### src/sv/isodur_pkg.sv
// types, constants and the power-of-ten table for the iso8601 duration parser
// used by isodur_alu, isodur_ctrl and the top level; depends on nothing
`default_nettype none

package isodur_pkg;

	localparam int CharW   = 8;
	localparam int MantW   = 60;
	localparam int UnitW   = 25;
	localparam int ProdW   = MantW + UnitW;
	localparam int TotalW  = 63;
	localparam int StatusW = 3;
	localparam int FracIdxW = 5;
	localparam int StepW   = $clog2(ProdW);

	localparam logic [CharW-1:0] ChP   = 8'h50;
	localparam logic [CharW-1:0] ChT   = 8'h54;
	localparam logic [CharW-1:0] ChY   = 8'h59;
	localparam logic [CharW-1:0] ChH   = 8'h48;
	localparam logic [CharW-1:0] ChM   = 8'h4D;
	localparam logic [CharW-1:0] ChS   = 8'h53;
	localparam logic [CharW-1:0] ChDot = 8'h2E;
	localparam logic [CharW-1:0] Ch0   = 8'h30;
	localparam logic [CharW-1:0] Ch9   = 8'h39;

	localparam logic [UnitW-1:0] SecPerYear = 25'd31536000;
	localparam logic [UnitW-1:0] SecPerHour = 25'd3600;
	localparam logic [UnitW-1:0] SecPerMin  = 25'd60;
	localparam logic [UnitW-1:0] SecPerSec  = 25'd1;

	localparam logic [ProdW-1:0] TermLimit  = ProdW'(32'h7FFF_FFFF);
	localparam logic [ProdW-1:0] TotalLimit = ProdW'(63'h7FFF_FFFF_FFFF_FFFF);

	typedef enum logic [StatusW-1:0] {
		ST_OK       = 3'd0,
		ST_NO_P     = 3'd1,
		ST_BAD_UNIT = 3'd2,
		ST_DATES    = 3'd3,
		ST_OVERFLOW = 3'd4
	} status_t;

	typedef enum logic [1:0] {
		PH_EXPECT_P,
		PH_AFTER_P,
		PH_YEARS,
		PH_TIMES
	} phase_t;

	typedef enum logic [2:0] {
		SQ_IDLE,
		SQ_MUL,
		SQ_DIV,
		SQ_ADD,
		SQ_DONE
	} seq_t;

	typedef enum logic [1:0] {
		ALU_NOP,
		ALU_LOAD,
		ALU_MUL_STEP,
		ALU_DIV_STEP
	} alu_op_t;

	typedef struct packed {
		alu_op_t          op;
		logic [MantW-1:0] mcand;
		logic [UnitW-1:0] unit;
		logic [MantW-1:0] divisor;
	} alu_ctl_t;

	function automatic logic [MantW-1:0] pow10(input logic [FracIdxW-1:0] n);
		logic [MantW-1:0] r;
		case (n)
			5'd0:  r = 60'd1;
			5'd1:  r = 60'd10;
			5'd2:  r = 60'd100;
			5'd3:  r = 60'd1000;
			5'd4:  r = 60'd10000;
			5'd5:  r = 60'd100000;
			5'd6:  r = 60'd1000000;
			5'd7:  r = 60'd10000000;
			5'd8:  r = 60'd100000000;
			5'd9:  r = 60'd1000000000;
			5'd10: r = 60'd10000000000;
			5'd11: r = 60'd100000000000;
			5'd12: r = 60'd1000000000000;
			5'd13: r = 60'd10000000000000;
			5'd14: r = 60'd100000000000000;
			5'd15: r = 60'd1000000000000000;
			5'd16: r = 60'd10000000000000000;
			5'd17: r = 60'd100000000000000000;
			5'd18: r = 60'd1000000000000000000;
			default: r = 60'd1;
		endcase
		return r;
	endfunction

endpackage

`default_nettype wire

### src/sv/iso8601_duration_to_seconds.sv
// top level of the iso8601 duration to seconds converter
// depends on isodur_pkg, isodur_alu and isodur_ctrl
//
// input channel: one character per transaction (char_code, is_last), taken
// when in_valid is high and in_stall is low. the string must start with P,
// then either year terms (nY) or T and any mix of H, M and S terms; numbers
// may carry a fraction after a dot.
// output channel: one transaction (total_seconds, status) per string, on the
// character flagged is_last; total_seconds is 0 whenever status is not ok.
// sequencing: a digit, dot, P or T is taken in the idle state. a unit letter runs the shared
// unit: 25 shift-add multiply steps, then 85 restoring divide steps when the
// number has a fraction, then an add step. the final character then passes
// through a done state that loads the result register.
// in_stall is high while the shared unit is busy and while a finished result
// waits for a free output register. the output register holds its value
// while out_stall is high, and the parser keeps accepting characters of the
// next string until that string's final result needs the register.
// reset clears the parser to expect a leading P and drops out_valid.
`default_nettype none

module iso8601_duration_to_seconds
	import isodur_pkg::*;
#(
	parameter int MAX_DIGITS = 18
) (
	input  wire logic              clk,
	input  wire logic              arst_n,
	input  wire logic              in_valid,
	output logic                   in_stall,
	input  wire logic [CharW-1:0]  char_code,
	input  wire logic              is_last,
	output logic                   out_valid,
	input  wire logic              out_stall,
	output logic [TotalW-1:0]      total_seconds,
	output logic [StatusW-1:0]     status
);

	alu_ctl_t          alu_ctl;
	logic [ProdW-1:0]  alu_res;

	isodur_ctrl #(
		.MAX_DIGITS(MAX_DIGITS)
	) u_ctrl (
		.clk           (clk),
		.arst_n        (arst_n),
		.in_valid      (in_valid),
		.in_stall      (in_stall),
		.char_code     (char_code),
		.is_last       (is_last),
		.out_valid     (out_valid),
		.out_stall     (out_stall),
		.total_seconds (total_seconds),
		.status        (status),
		.alu_ctl       (alu_ctl),
		.alu_res       (alu_res)
	);

	isodur_alu u_alu (
		.clk    (clk),
		.ctl    (alu_ctl),
		.result (alu_res)
	);

endmodule

`default_nettype wire

### src/sv/isodur_alu.sv
// shared arithmetic unit: shift-add multiply, then restoring divide by a power of ten
// depends on isodur_pkg
`default_nettype none

module isodur_alu
	import isodur_pkg::*;
(
	input  wire logic             clk,
	input  wire alu_ctl_t         ctl,
	output logic [ProdW-1:0]      result
);

	logic [ProdW-1:0] acc_q;
	logic [MantW-1:0] mcand_q;
	logic [UnitW-1:0] mplier_q;
	logic [MantW-1:0] div_q;
	logic [MantW-1:0] rem_q;

	logic [MantW:0]   trial;
	logic [MantW:0]   diff;
	logic             take;
	logic [ProdW-1:0] addend;

	// acc_q holds the product, then shifts into the quotient during division
	assign trial  = {rem_q, acc_q[ProdW-1]};
	assign diff   = trial - {1'b0, div_q};
	assign take   = (trial >= {1'b0, div_q});
	assign addend = mplier_q[UnitW-1] ? ProdW'(mcand_q) : '0;

	always_ff @(posedge clk) begin
		case (ctl.op)
			ALU_LOAD: begin
				acc_q    <= '0;
				rem_q    <= '0;
				mcand_q  <= ctl.mcand;
				mplier_q <= ctl.unit;
				div_q    <= ctl.divisor;
			end
			ALU_MUL_STEP: begin
				acc_q    <= {acc_q[ProdW-2:0], 1'b0} + addend;
				mplier_q <= {mplier_q[UnitW-2:0], 1'b0};
			end
			ALU_DIV_STEP: begin
				acc_q <= {acc_q[ProdW-2:0], take};
				rem_q <= take ? diff[MantW-1:0] : trial[MantW-1:0];
			end
			default: begin
			end
		endcase
	end

	assign result = acc_q;

endmodule

`default_nettype wire

### src/sv/isodur_ctrl.sv
// character parser, sequencer for the shared unit, and result register
// depends on isodur_pkg; drives isodur_alu through an alu_ctl_t struct
`default_nettype none

module isodur_ctrl
	import isodur_pkg::*;
#(
	parameter int MAX_DIGITS = 18
) (
	input  wire logic              clk,
	input  wire logic              arst_n,
	input  wire logic              in_valid,
	output logic                   in_stall,
	input  wire logic [CharW-1:0]  char_code,
	input  wire logic              is_last,
	output logic                   out_valid,
	input  wire logic              out_stall,
	output logic [TotalW-1:0]      total_seconds,
	output logic [StatusW-1:0]     status,
	output alu_ctl_t               alu_ctl,
	input  wire logic [ProdW-1:0]  alu_res
);

	localparam int CntW = $clog2(MAX_DIGITS + 1);
	localparam logic [CntW-1:0]  DigitMax = CntW'(MAX_DIGITS);
	localparam logic [StepW-1:0] MulLast  = StepW'(UnitW - 1);
	localparam logic [StepW-1:0] DivLast  = StepW'(ProdW - 1);

	seq_t              seq_q, seq_d;
	phase_t            phase_q;
	status_t           err_q;
	logic [MantW-1:0]  mant_q;
	logic [CntW-1:0]   frac_q;
	logic              in_frac_q;
	logic [CntW-1:0]   dcnt_q;
	logic [TotalW-1:0] run_q;
	logic              last_q;
	logic              year_q;
	logic [StepW-1:0]  step_q;
	logic              out_valid_q;
	logic [TotalW-1:0] tot_q;
	status_t           stat_q;

	// parser decode of the incoming character
	phase_t            p_phase;
	status_t           p_err;
	logic [MantW-1:0]  p_mant;
	logic [CntW-1:0]   p_frac;
	logic              p_in_frac;
	logic [CntW-1:0]   p_dcnt;
	logic              ch_start;
	logic              ch_year;
	logic [UnitW-1:0]  ch_unit;
	logic              yr, tm;
	logic              is_digit;

	logic              accept;
	logic              slot_free;
	logic              term_ovf;
	logic [TotalW:0]   sum;
	status_t           fin_err;

	assign accept    = in_valid && (seq_q == SQ_IDLE);
	assign slot_free = !out_valid_q || !out_stall;
	assign is_digit  = (char_code >= Ch0) && (char_code <= Ch9);

	always_comb begin
		p_phase   = phase_q;
		p_err     = err_q;
		p_mant    = mant_q;
		p_frac    = frac_q;
		p_in_frac = in_frac_q;
		p_dcnt    = dcnt_q;
		ch_start  = 1'b0;
		ch_year   = 1'b0;
		ch_unit   = SecPerSec;
		yr        = 1'b0;
		tm        = 1'b0;
		if (err_q == ST_OK) begin
			case (phase_q)
				PH_EXPECT_P: begin
					if (char_code == ChP) p_phase = PH_AFTER_P;
					else p_err = ST_NO_P;
				end
				PH_AFTER_P: begin
					if (char_code == ChT) begin
						p_phase = PH_TIMES;
					end else begin
						p_phase = PH_YEARS;
						yr = 1'b1;
					end
				end
				PH_YEARS: yr = 1'b1;
				PH_TIMES: tm = 1'b1;
				default: p_err = ST_BAD_UNIT;
			endcase
		end
		if (yr || tm) begin
			if (is_digit) begin
				if (dcnt_q >= DigitMax) begin
					p_err = ST_OVERFLOW;
				end else begin
					// low nibble of an ascii digit is its value
					p_mant = {mant_q[MantW-4:0], 3'b000} + {mant_q[MantW-2:0], 1'b0}
						+ MantW'(char_code[3:0]);
					p_dcnt = dcnt_q + 1'b1;
					if (in_frac_q) p_frac = frac_q + 1'b1;
				end
			end else if (char_code == ChDot) begin
				if (in_frac_q) p_err = ST_BAD_UNIT;
				else p_in_frac = 1'b1;
			end else if (yr && char_code == ChY) begin
				ch_start = 1'b1;
				ch_year  = 1'b1;
				ch_unit  = SecPerYear;
			end else if (tm && char_code == ChH) begin
				ch_start = 1'b1;
				ch_unit  = SecPerHour;
			end else if (tm && char_code == ChM) begin
				ch_start = 1'b1;
				ch_unit  = SecPerMin;
			end else if (tm && char_code == ChS) begin
				ch_start = 1'b1;
				ch_unit  = SecPerSec;
			end else begin
				p_err = ST_BAD_UNIT;
			end
		end
	end

	// term check and running total update
	assign term_ovf = year_q ? (alu_res > TotalLimit) : (alu_res > TermLimit);
	assign sum      = {1'b0, run_q} + {1'b0, alu_res[TotalW-1:0]};

	// end-of-string status
	always_comb begin
		fin_err = err_q;
		if (err_q == ST_OK) begin
			if (phase_q == PH_AFTER_P || phase_q == PH_EXPECT_P) fin_err = ST_DATES;
			else if (dcnt_q != '0 || in_frac_q) fin_err = ST_BAD_UNIT;
			else if (phase_q == PH_YEARS && run_q == '0) fin_err = ST_DATES;
		end
	end

	// next state
	always_comb begin
		seq_d = seq_q;
		case (seq_q)
			SQ_IDLE: begin
				if (in_valid) begin
					if (ch_start) seq_d = SQ_MUL;
					else if (is_last) seq_d = SQ_DONE;
				end
			end
			SQ_MUL: begin
				if (step_q == MulLast) seq_d = (frac_q == '0) ? SQ_ADD : SQ_DIV;
			end
			SQ_DIV: begin
				if (step_q == DivLast) seq_d = SQ_ADD;
			end
			SQ_ADD:  seq_d = last_q ? SQ_DONE : SQ_IDLE;
			SQ_DONE: if (slot_free) seq_d = SQ_IDLE;
			default: seq_d = SQ_IDLE;
		endcase
	end

	// outputs of the sequencer
	always_comb begin
		in_stall        = (seq_q != SQ_IDLE);
		alu_ctl.op      = ALU_NOP;
		alu_ctl.mcand   = mant_q;
		alu_ctl.unit    = ch_unit;
		alu_ctl.divisor = pow10(FracIdxW'(frac_q));
		case (seq_q)
			SQ_IDLE: if (in_valid && ch_start) alu_ctl.op = ALU_LOAD;
			SQ_MUL:  alu_ctl.op = ALU_MUL_STEP;
			SQ_DIV:  alu_ctl.op = ALU_DIV_STEP;
			default: alu_ctl.op = ALU_NOP;
		endcase
	end

	always_ff @(posedge clk or negedge arst_n) begin
		if (!arst_n) begin
			seq_q       <= SQ_IDLE;
			phase_q     <= PH_EXPECT_P;
			err_q       <= ST_OK;
			mant_q      <= '0;
			frac_q      <= '0;
			in_frac_q   <= 1'b0;
			dcnt_q      <= '0;
			run_q       <= '0;
			last_q      <= 1'b0;
			year_q      <= 1'b0;
			step_q      <= '0;
			out_valid_q <= 1'b0;
		end else begin
			seq_q <= seq_d;
			if (seq_q == SQ_DONE && slot_free) out_valid_q <= 1'b1;
			else if (!out_stall) out_valid_q <= 1'b0;
			case (seq_q)
				SQ_IDLE: begin
					if (accept) begin
						phase_q   <= p_phase;
						err_q     <= p_err;
						mant_q    <= p_mant;
						frac_q    <= p_frac;
						in_frac_q <= p_in_frac;
						dcnt_q    <= p_dcnt;
						last_q    <= is_last;
						year_q    <= ch_year;
						step_q    <= '0;
					end
				end
				SQ_MUL: begin
					if (step_q == MulLast) step_q <= '0;
					else step_q <= step_q + 1'b1;
				end
				SQ_DIV: step_q <= step_q + 1'b1;
				SQ_ADD: begin
					if (term_ovf || sum[TotalW]) begin
						err_q <= ST_OVERFLOW;
					end else begin
						run_q     <= sum[TotalW-1:0];
						mant_q    <= '0;
						frac_q    <= '0;
						in_frac_q <= 1'b0;
						dcnt_q    <= '0;
					end
				end
				SQ_DONE: begin
					if (slot_free) begin
						phase_q     <= PH_EXPECT_P;
						err_q       <= ST_OK;
						mant_q      <= '0;
						frac_q      <= '0;
						in_frac_q   <= 1'b0;
						dcnt_q      <= '0;
						run_q       <= '0;
					end
				end
				default: begin
				end
			endcase
		end
	end

	always_ff @(posedge clk) begin
		if (seq_q == SQ_DONE && slot_free) begin
			tot_q  <= (fin_err == ST_OK) ? run_q : '0;
			stat_q <= fin_err;
		end
	end

	assign out_valid     = out_valid_q;
	assign total_seconds = tot_q;
	assign status        = stat_q;

`ifndef NO_ASSERTIONS
	a_err_zero_total: assert property (@(posedge clk) disable iff (!arst_n)
		out_valid_q && stat_q != ST_OK |-> tot_q == '0)
		else $error("error result carries a nonzero total");

	a_mul_exit: assert property (@(posedge clk) disable iff (!arst_n)
		seq_q == SQ_MUL |=> seq_q == SQ_MUL || seq_q == SQ_DIV || seq_q == SQ_ADD)
		else $error("multiply left to an unexpected state");

	a_div_hold: assert property (@(posedge clk) disable iff (!arst_n)
		seq_q == SQ_DIV && step_q != DivLast |=> seq_q == SQ_DIV)
		else $error("divide ended early");

	a_err_sticky: assert property (@(posedge clk) disable iff (!arst_n)
		accept && err_q != ST_OK && !is_last |=> seq_q == SQ_IDLE && $stable(err_q))
		else $error("character after an error was not ignored");

	a_done_emit: assert property (@(posedge clk) disable iff (!arst_n)
		seq_q == SQ_DONE && slot_free |=> out_valid_q && phase_q == PH_EXPECT_P)
		else $error("result not loaded or parser not cleared");
`endif

endmodule

`default_nettype wire

### config.mk
export PLATFORM = sky130hd
export DESIGN_NAME = iso8601_duration_to_seconds
export DESIGN_NICKNAME = d
export VERILOG_FILES = /design/src/sv/isodur_pkg.sv /design/src/sv/iso8601_duration_to_seconds.sv /design/src/sv/isodur_alu.sv /design/src/sv/isodur_ctrl.sv
export SDC_FILE = /design/constraint.sdc
export NUM_CORES = 1
export LEC_CHECK = 0
export ABC_AREA = 1
export BUFFER_PORTS_ARGS = -buffer_cell sky130_fd_sc_hd__buf_2
export CAP_MARGIN = 5
export CORE_UTILIZATION = 40
export CTS_CLUSTER_DIAMETER = 120
export DETAILED_ROUTE_END_ITERATION = 7
export PLACE_DENSITY = 0.52
export SETUP_SLACK_MARGIN = 0.15
export SLEW_MARGIN = 10
export SYNTH_ARGS = -nofsm -noshare
export SYNTH_HDL_FRONTEND = slang
export SYNTH_SLANG_ARGS = --single-unit
export TNS_END_PERCENT = 50
### constraint.sdc
create_clock -name clk -period 8.1 [get_ports clk]
set_input_delay 1.62 -clock clk [delete_from_list [all_inputs] [get_ports clk]]
set_output_delay 1.62 -clock clk [all_outputs]
set_load 0.05 [all_outputs]
==> impl_metrics.ini <==
[cts]
clock_latency_ps = 650
cts_max_level = 3
post_cts_resized = 0
hold_buffers = 0
cts_root_buffer = clkbuf_16
cts.sinks = 499
post_cts_buffers = 0
clockBufferDepth = 3
cts_made_buffers = 69
cts_tree = done
clk_pin_slew_ps = 60

[drt]
wire_per_inst_microns = 20.4
ant_nets = 0
drt_first_iter_violations = 3399
vias = 41800
drcViolationCount = 0
wl_microns = 165000
vias_per_cell = 5.17
firstDrtPassIters = 7

[synthesis]
synth.distinct_cells = 56
yosysTopAreaCell = edfxtp_1
synth_area_sq_um = 43100
yosys-top-cells-area = edfxtp_1 24%, nand2_1 19%, inv_1 9.1%
yosys_warnings = 0
synth_edf_count = 347
syn_nets = 6897
ys_ff_latch = 499
yosysTopAreaCellShare_pct = 24.2
syn_inst = 6565
ys_seq_area_share_pct = 33.0
synthFlopType = edfxtp_1
synth_area_per_cell_sq_um = 6.57
async_flop_share_pct = 30.5

[global_route]
grt-ovfl-total = 0
grt_start_max_net_pins = 75
antenna_found_initial = 2
grt_pass1_wl_microns = 247000
track_usage_pct = 30.1
grt_pass1_vias = 40100

[final_layout]
most-common-layout-cells = 2164 x nand2_1, 1048 x inv_1, 841 x nor2_1
diodes = 0
mostFrequentLayoutCell = nand2_1
drive_gt1_share_pct = 5.14
fin_nets = 6963
area_growth_pct = 9.43

[pwr]
finalPower_uw = 8120
peakVddDrop_mv = 0.162
p_per_area_nw_per_um2 = 172
total_leakage_power_uw = 0.0235

[setup_path]
path_class = primary input to flop
cp-start-kind = primary input
end_kind = flop
r2r_start = u_ctrl.err_q[0]
r2r_cells = 11
worstPathRequired_ps = 8580
worst-endpoint-arrival_ps = 5690
regToRegSetupSlack_ps = 3280
worstReg2RegEnd = u_alu.result[30]
cp_max_fo = 74

[timing]
maxSlewViolCount = 0
skew_ps = 26.2
relSlewSlack_pct = 30.8
fin_crit_ps = 5210
tightest_slew_ps = 1040
min_period_over_period_pct = 64.3
rsz0062_at_grt = false
fmax_ghz = 0.192
hold_violations = 0
setup_viol = 0
tns_ps = 0

[die]
core_sq_um = 107000
die_w_microns = 330
die_h_microns = 330
pin_count = 81
dieArea_sq_um = 109000
start_util_pct = 40.3
num_rows = 120

[run_status]
status = finished, final reports clean

[worst_hold_path]
min_from = u_ctrl.mant_q[59]
whs_endpoint = u_alu.mcand_q[59]
hold_class = flop to flop
hold_depth = 0

[place]
portBuffers = 80
dp_hpwl_microns = 135000
place.gp.congestion = 1.01

[flow_run]
max_cap_violations = 0
-- state kept, by name, indices dropped and copies added (netlist names), 5 cells and up --
| signal | count |
|---|---|
| u_ctrl.step_q | 7 |
| u_ctrl.frac_q | 5 |
| u_ctrl.dcnt_q | 5 |
| u_alu.div_q | 51 |
| u_ctrl.run_q | 63 |
| u_alu.rem_q | 60 |
| u_ctrl.total_seconds | 63 |
| u_alu.result | 85 |
| u_alu.mplier_q | 25 |
| u_alu.mcand_q | 60 |
| u_ctrl.mant_q | 60 |
-- worst max-delay path by stage --
stage                     slack (ps)          from                to
final                           2890  char_code[1]  u_alu.result[30]
after global routing            2560  char_code[1]  u_alu.result[52]
after CTS                       2860  char_code[1]  u_alu.result[76]
after detailed placement        2110  char_code[1]  u_alu.result[30]
after global placement          2230  char_code[1]  u_alu.result[30]
after floorplan                  920  char_code[1]    u_alu.div_q[0]
-- stage by stage --
| stage | setup slack [ps] | hold WS, ps | instance area (sq um) | cells | utilization, % |
|---|---|---|---|---|---|
| floorplan | 921 | 425 | 43100 | 6565 | - |
| global placement | 2230 | 436 | 44900 | 7963 | 42.0 |
| detailed placement | 2110 | 445 | 44900 | 7963 | 42.0 |
| CTS | 2860 | 461 | 47200 | 8090 | 44.1 |
| global route | 2560 | 474 | 47200 | 8090 | 44.1 |
| finish | 2890 | 463 | 47200 | 8090 | 44.1 |
-- report_power, final --
part,total [uW],switching (uW),internal [uW]
sequential,3130,169,2960
combinational,1840,1380,464
clock,3150,1290,1860
total,8120,2840,5280
-- layer usage --
layer / GRT usage, % / vias to the layer above / wire length [microns]
met5: 0 / - / 0
met4: 13.3 / 0 / 7920
met3: 4.21 / 284 / 8880
met2: 49.9 / 1175 / 76000
met1: 38.9 / 19300 / 72300
li1: - / 21100 / -
-- critical path, stage by stage --
cell and delay (ps):
buf_2 140, nor2_1 180, inv_1 100, nor4_1 580, nor3_1 110, nand2_1 110
nand3_1 90, nand2_2 660, ha_4 910, buf_4 830, nand2_1 120, a21oi_1 170
-- cells by family (layout without fill, tap and decap cells) --
group | count (synthesis) | in the layout | synth area share, %
buffers and inverters | 1166 | 1288 | 10.6
xor gates and xnor gates | 86 | 86 | 1.75
and+or+nand+nor | 3613 | 3613 | 34.0
adders and majority gates | 319 | 319 | 9.34
DFF | 499 | 499 | 33.0
AOI/OAI and AO/OA | 882 | 882 | 11.3
-- final cells by class --
cell class | count | area, sq um
clock buffer | 86 | 1890
clock inverter | 41 | 399
fill | 11400 | 59800
inverter | 1060 | 3980
multi-input combinational | 4900 | 24400
sequential | 499 | 14200
tap | 1403 | 1760
timing repair buffer | 101 | 564
-- cell usage after synthesis, types with 16 or more instances --
master    number
o21ai_1       35
ha_1         314
a21oi_1      432
buf_6         22
nor4_1        33
inv_1       1049
xnor2_1       50
o21ai_0      266
or2_2         23
clkbuf_1      60
nor2_1       843
nand2_1     2165
nand3_1      355
a21o_1        16
xor2_1        36
nand3b_1      29
o21bai_1      37
nor3_1        58
dfrtp_1      152
edfxtp_1     347
nand4_1       57
o21ai_2       58
Note: power is estimated with default switching activity, not from simulation.
